$ cat config.mk
export PLATFORM = sky130hd
export DESIGN_NAME = tvrg_ram
export DESIGN_NICKNAME = d
export VERILOG_FILES = /design/src/hw/rtl/tvrg_ram.sv
export SDC_FILE = /design/constraint.sdc
export NUM_CORES = 1
export LEC_CHECK = 0
export BUFFER_PORTS_ARGS = -buffer_cell sky130_fd_sc_hd__buf_2
export CAP_MARGIN = 0
export CORE_ASPECT_RATIO = 2
export CORE_MARGIN = 2
export CORE_UTILIZATION = 31
export CTS_BUF_LIST = sky130_fd_sc_hd__clkbuf_8
export DETAILED_ROUTE_END_ITERATION = 10
export GPL_ROUTABILITY_DRIVEN = 0
export HOLD_SLACK_MARGIN = 0.02
export PLACE_DENSITY_LB_ADDON = 0.12
export SLEW_MARGIN = 20
export SYNTH_ARGS = -nofsm -noshare
export SYNTH_HDL_FRONTEND = slang
export SYNTH_SLANG_ARGS = --single-unit
$ cat constraint.sdc
create_clock -name clk -period 4.2 [get_ports clk]
set_clock_uncertainty 0.05 [all_clocks]
set_input_delay 0.21 -clock clk [delete_from_list [all_inputs] [get_ports clk]]
set_output_delay 0.21 -clock clk [all_outputs]
set_load 0.005 [all_outputs]
$ cat src/hw/rtl/tvrg_ram.sv
// Generic single-write, single-read RAM with registered read data.
`timescale 1ns / 1ps
module tvrg_ram #(
  parameter int WIDTH = 8,
  parameter int DEPTH = 16
) (
  input  logic                     clk,
  input  logic                     we,
  input  logic [$clog2(DEPTH)-1:0] waddr,
  input  logic [WIDTH-1:0]         wdata,
  input  logic [$clog2(DEPTH)-1:0] raddr,
  output logic [WIDTH-1:0]         rdata
);
  logic [WIDTH-1:0] mem [DEPTH];

  always_ff @(posedge clk) begin
    if (we) begin
      mem[waddr] <= wdata;
    end
    rdata <= mem[raddr];
  end
endmodule

Yosys cells after proc, flatten, opt, wreduce, memory -nomap -nowiden
Memories as Yosys holds them, arrays and structs flattened. A register that Yosys moved wholly into a read port is not among the register bits.
Cells that the tools add are included.
Word-level totals
  RAM bits: 128
  memories: 1
  latch bits: 0
  input bits: 18
  register bits: 0
  ROM bits: 0
Memory list
  mem: words 16, bits a word 8, rd ports 1, clocked after memory_dff 1, write ports 1, RTL line 14  | logic [WIDTH-1:0] mem [DEPTH];
Operators by class
  $add $sub $neg: 0
  reductions and logical operators: 0
  div/mod/pow operators: 0
  equality and inequality tests: 0
  bitwise logic cells: 0
  mux-type cells: 2
  shifts and indexed selects: 0
  order comparisons: 0
  multipliers: 0
Operators with widths (number)
  two-way mux 1 bit: 2

Longest topological paths before layout
  depth in word-level cells: 2
  mapped depth: 5
  gate-level depth less buffers: 3

Worst setup path after synthesis
Ideal clock, no wire load.
  path type: input -> register
  from: input waddr[2]
  to: memory mem[0][0] (enable)
  stages on the path: 2
  setup slack: 2447 ps
  arrival: 1320 ps
  library setup time: 383 ps
  buffers on the path: 0
  cells stage by stage: or3b_2 > nor3_1
RTL lines
  start: declaration: RTL line 9  | input logic [$clog2(DEPTH)-1:0] waddr,
  end: declaration: RTL line 14
Straight into the memory's write port.

==> flow_metrics.env <==
export IMPL_hold_violations=0
export IMPL_crit_required_ns=4.48
export IMPL_worst_hold_slack_ns=0.1079
export IMPL_root_buffer="clkbuf_8"
export IMPL_instances_no_fill=485
export IMPL_max_cap_violations=0
export IMPL_overflow=0
export IMPL_synthMuxAreaShare=0.1502
export IMPL_rsz0062_at_grt="no"
export IMPL_crit_path_start_kind="primary input"
export IMPL_synth_compound_area_frac=0.02333
export IMPL_fmax_mhz=552.2
export IMPL_drive_gt1_frac=0.2847
export IMPL_synth_seq_cells=136
export IMPL_coreArea_um2=16270
export IMPL_synth_top_area_share=0.7467
export IMPL_worstPathArrival_ns=2.09
export IMPL_setup_ws_ns=2.389
export IMPL_num_io_pins=26
export IMPL_yosys_area_top_type="edfxtp_1"
export IMPL_ctsHoldBuffers=0
export IMPL_post_cts_setup_buffers=0
export IMPL_synthAdderAreaFrac=0
export IMPL_drcViolationCount=0
export IMPL_worst_pin_slew_ns=1.068
export IMPL_synth_most_common_cell="edfxtp_1"
export IMPL_setup_viol=0
export IMPL_timing_final_crit_share=0.4312
export IMPL_port_buffers=25
export IMPL_die_w_um=95.12
export IMPL_area_growth_pct=14.90
export IMPL_endpoint_kind="register"
export IMPL_fill_cells=1467
export IMPL_ant_nets=0
export IMPL_nets=286
export IMPL_clkSinkCount=136
export IMPL_holdCritPathClass="in2reg"
export IMPL_cp_slowest_cell="buf_2"
export IMPL_syn_cell_area_um2=5147
export IMPL_cpPeakStageDelay_ns=0.64
export IMPL_fp_dieH_um=186.2
export IMPL_dr_total_vias=2368
export IMPL_crit_fanout=24
export IMPL_clk_path_buf_depth=2
export IMPL_grt_pass1_vias=2517
export IMPL_tritoncts="done"
export IMPL_fin_crit_ns=1.811
export IMPL_wire_per_inst_um=22.84
export IMPL_status="complete, no violations"
export IMPL_synth_xor_xnor_area_share=0
export IMPL_place_ws_ns=1.863
export IMPL_synth_main_ff_cell="edfxtp_1"
export IMPL_worst_setup_path_type="in2reg"
export IMPL_dp_cells=453
export IMPL_grt_max_degree=33
export IMPL_final_max_slew_viol_count=0
export IMPL_crit_chain="buf_2, buf_4, mux4_1, a22oi_1, nand2_1"
export IMPL_power_leakage_nw=1.938
export IMPL_rows=66
export IMPL_grt_pass1_wl_um=16390
export IMPL_dr_pass1_iters=5
export IMPL_async_flop_share=0
export IMPL_yosys_warnings=0
export IMPL_dieArea_um2=17710
export IMPL_post_route_util=0.3636
export IMPL_yosys_area_share_simple=0.03184
export IMPL_ir_drop_mv=0.2157
export IMPL_tns_ns=0
export IMPL_htreeDepth=4
export IMPL_relSlewSlack=0.2857
export IMPL_vias_per_cell=4.882
export IMPL_ys_seq_area_frac=0.7778
export IMPL_finalWirelength_um=11080
export IMPL_antenna_found_initial=0
export IMPL_synth_distinct_cells=19
export IMPL_syn_num_nets=247
export IMPL_grtUsageTotal=0.1380
export IMPL_synth_top_family_by_area="multiplexers"
export IMPL_cts_buffers=17
export IMPL_clock_latency_ns=0.44
export IMPL_synthTopCellsByArea="edfxtp_1 (75%), mux4_2 (7.9%), mux4_1 (7.1%), dfxtp_1 (3.1%), a22oi_1 (2.3%)"
export IMPL_synth_edff_count=128
export IMPL_clkTransAtPathRegs_ns=0.09
export IMPL_synthCells=229
export IMPL_drt_iter0_drc=120
export IMPL_antennaDiodeCount=0
export IMPL_p_per_area_nw_per_um2=477.1
export IMPL_hpwl_um=7423
export IMPL_post_cts_resized=0
export IMPL_avgSynthCellArea_um2=22.48
export IMPL_synth_commonest_cells="edfxtp_1 (128), mux4_2 (18), a22oi_1 (16)"
export IMPL_start_util=0.3164
[worst max-delay path, delay by kind of cell]
kind            cells  cell delay [ns]
compound gates      1             0.21
buf+inv             2             1.00
mux                 1             0.59
simple gates        1             0.07
[per-layer routing]
| layer | wire length, µm | global-route usage |
|---|---|---|
| met4 | 211 | 0.05797 |
| met2 | 6255 | 0.2431 |
| met1 | 4224 | 0.1540 |
| met5 | 0 | 0 |
| met3 | 385 | 0.03828 |
[layout by cell type, fill, tap and decap left out, types with 2 or more instances in the layout]
master      synthesis  routed
edfxtp_1          128     128
buf_2               3      25
mux4_2             18      18
clkbuf_8            0      17
a22oi_1            16      16
mux4_1             14      14
nor2_1             13      13
nand2_1             9       9
dfxtp_1             8       8
buf_4               1       5
nor3_1              4       4
bufinv_16           0       4
inv_6               0       3
clkinv_4            0       3
nand3b_1            2       2
nand2b_1            2       2
clkinvlp_4          0       2
clkinv_2            0       2
[layout make-up]
type / instances / area [µm²] / area share
clock buffer: 17 / 234.0 / 0.03956
clock inverter: 15 / 201.4 / 0.03406
multi-input combinational: 83 / 1057 / 0.1788
sequential: 136 / 4004 / 0.6770
tap: 204 / 255.2 / 0.04316
timing repair buffer: 30 / 162.7 / 0.02750
[logic make-up (layout without fill, tap and decap cells)]
family	Yosys count	in the layout
multiplexers	32	32
buffers and inverters	10	62
flip-flops	136	136
AO/OA/AOI/OAI	16	16
AND/OR/NAND/NOR	35	35
[path summary, 6_finish.rpt]
path | from | end | slack, ns | depth (start not counted)
setup / recovery | raddr[0] | rdata[0] | 2.39 | 5
hold / removal | wdata[4] | mem[5][4] | 0.11 | 1
setup reg to reg | mem[1][5] | rdata[5] | 2.77 | 3
hold reg to reg | mem[15][3] | rdata[3] | 0.62 | 3
[registers in the layout, summed over array words and instances (netlist names)]
name / cells
mem: 128
rdata: 8
[report_power, final]
group / internal (mW) / leakage (nW) / switching (mW) / total (mW)
Sequential: 1.52 / 1.22 / 0.00861 / 1.52
Clock: 0.650 / 0.218 / 0.512 / 1.16
Combinational: 0.0552 / 0.496 / 0.0798 / 0.135
Total: 2.22 / 1.94 / 0.601 / 2.82
[through the flow]
| stage | power, mW | cell area (µm²) |
|---|---|---|
| 3_3_place_gp | 1.693 | 5479 |
| 4_1_cts | 2.866 | 5914 |
| 3_5_place_dp | 1.696 | 5479 |
| 2_1_floorplan | 1.630 | 5147 |
| 6_report | 2.822 | 5914 |
| 5_1_grt | 2.930 | 5914 |
Power figures use the tool's default switching activity.
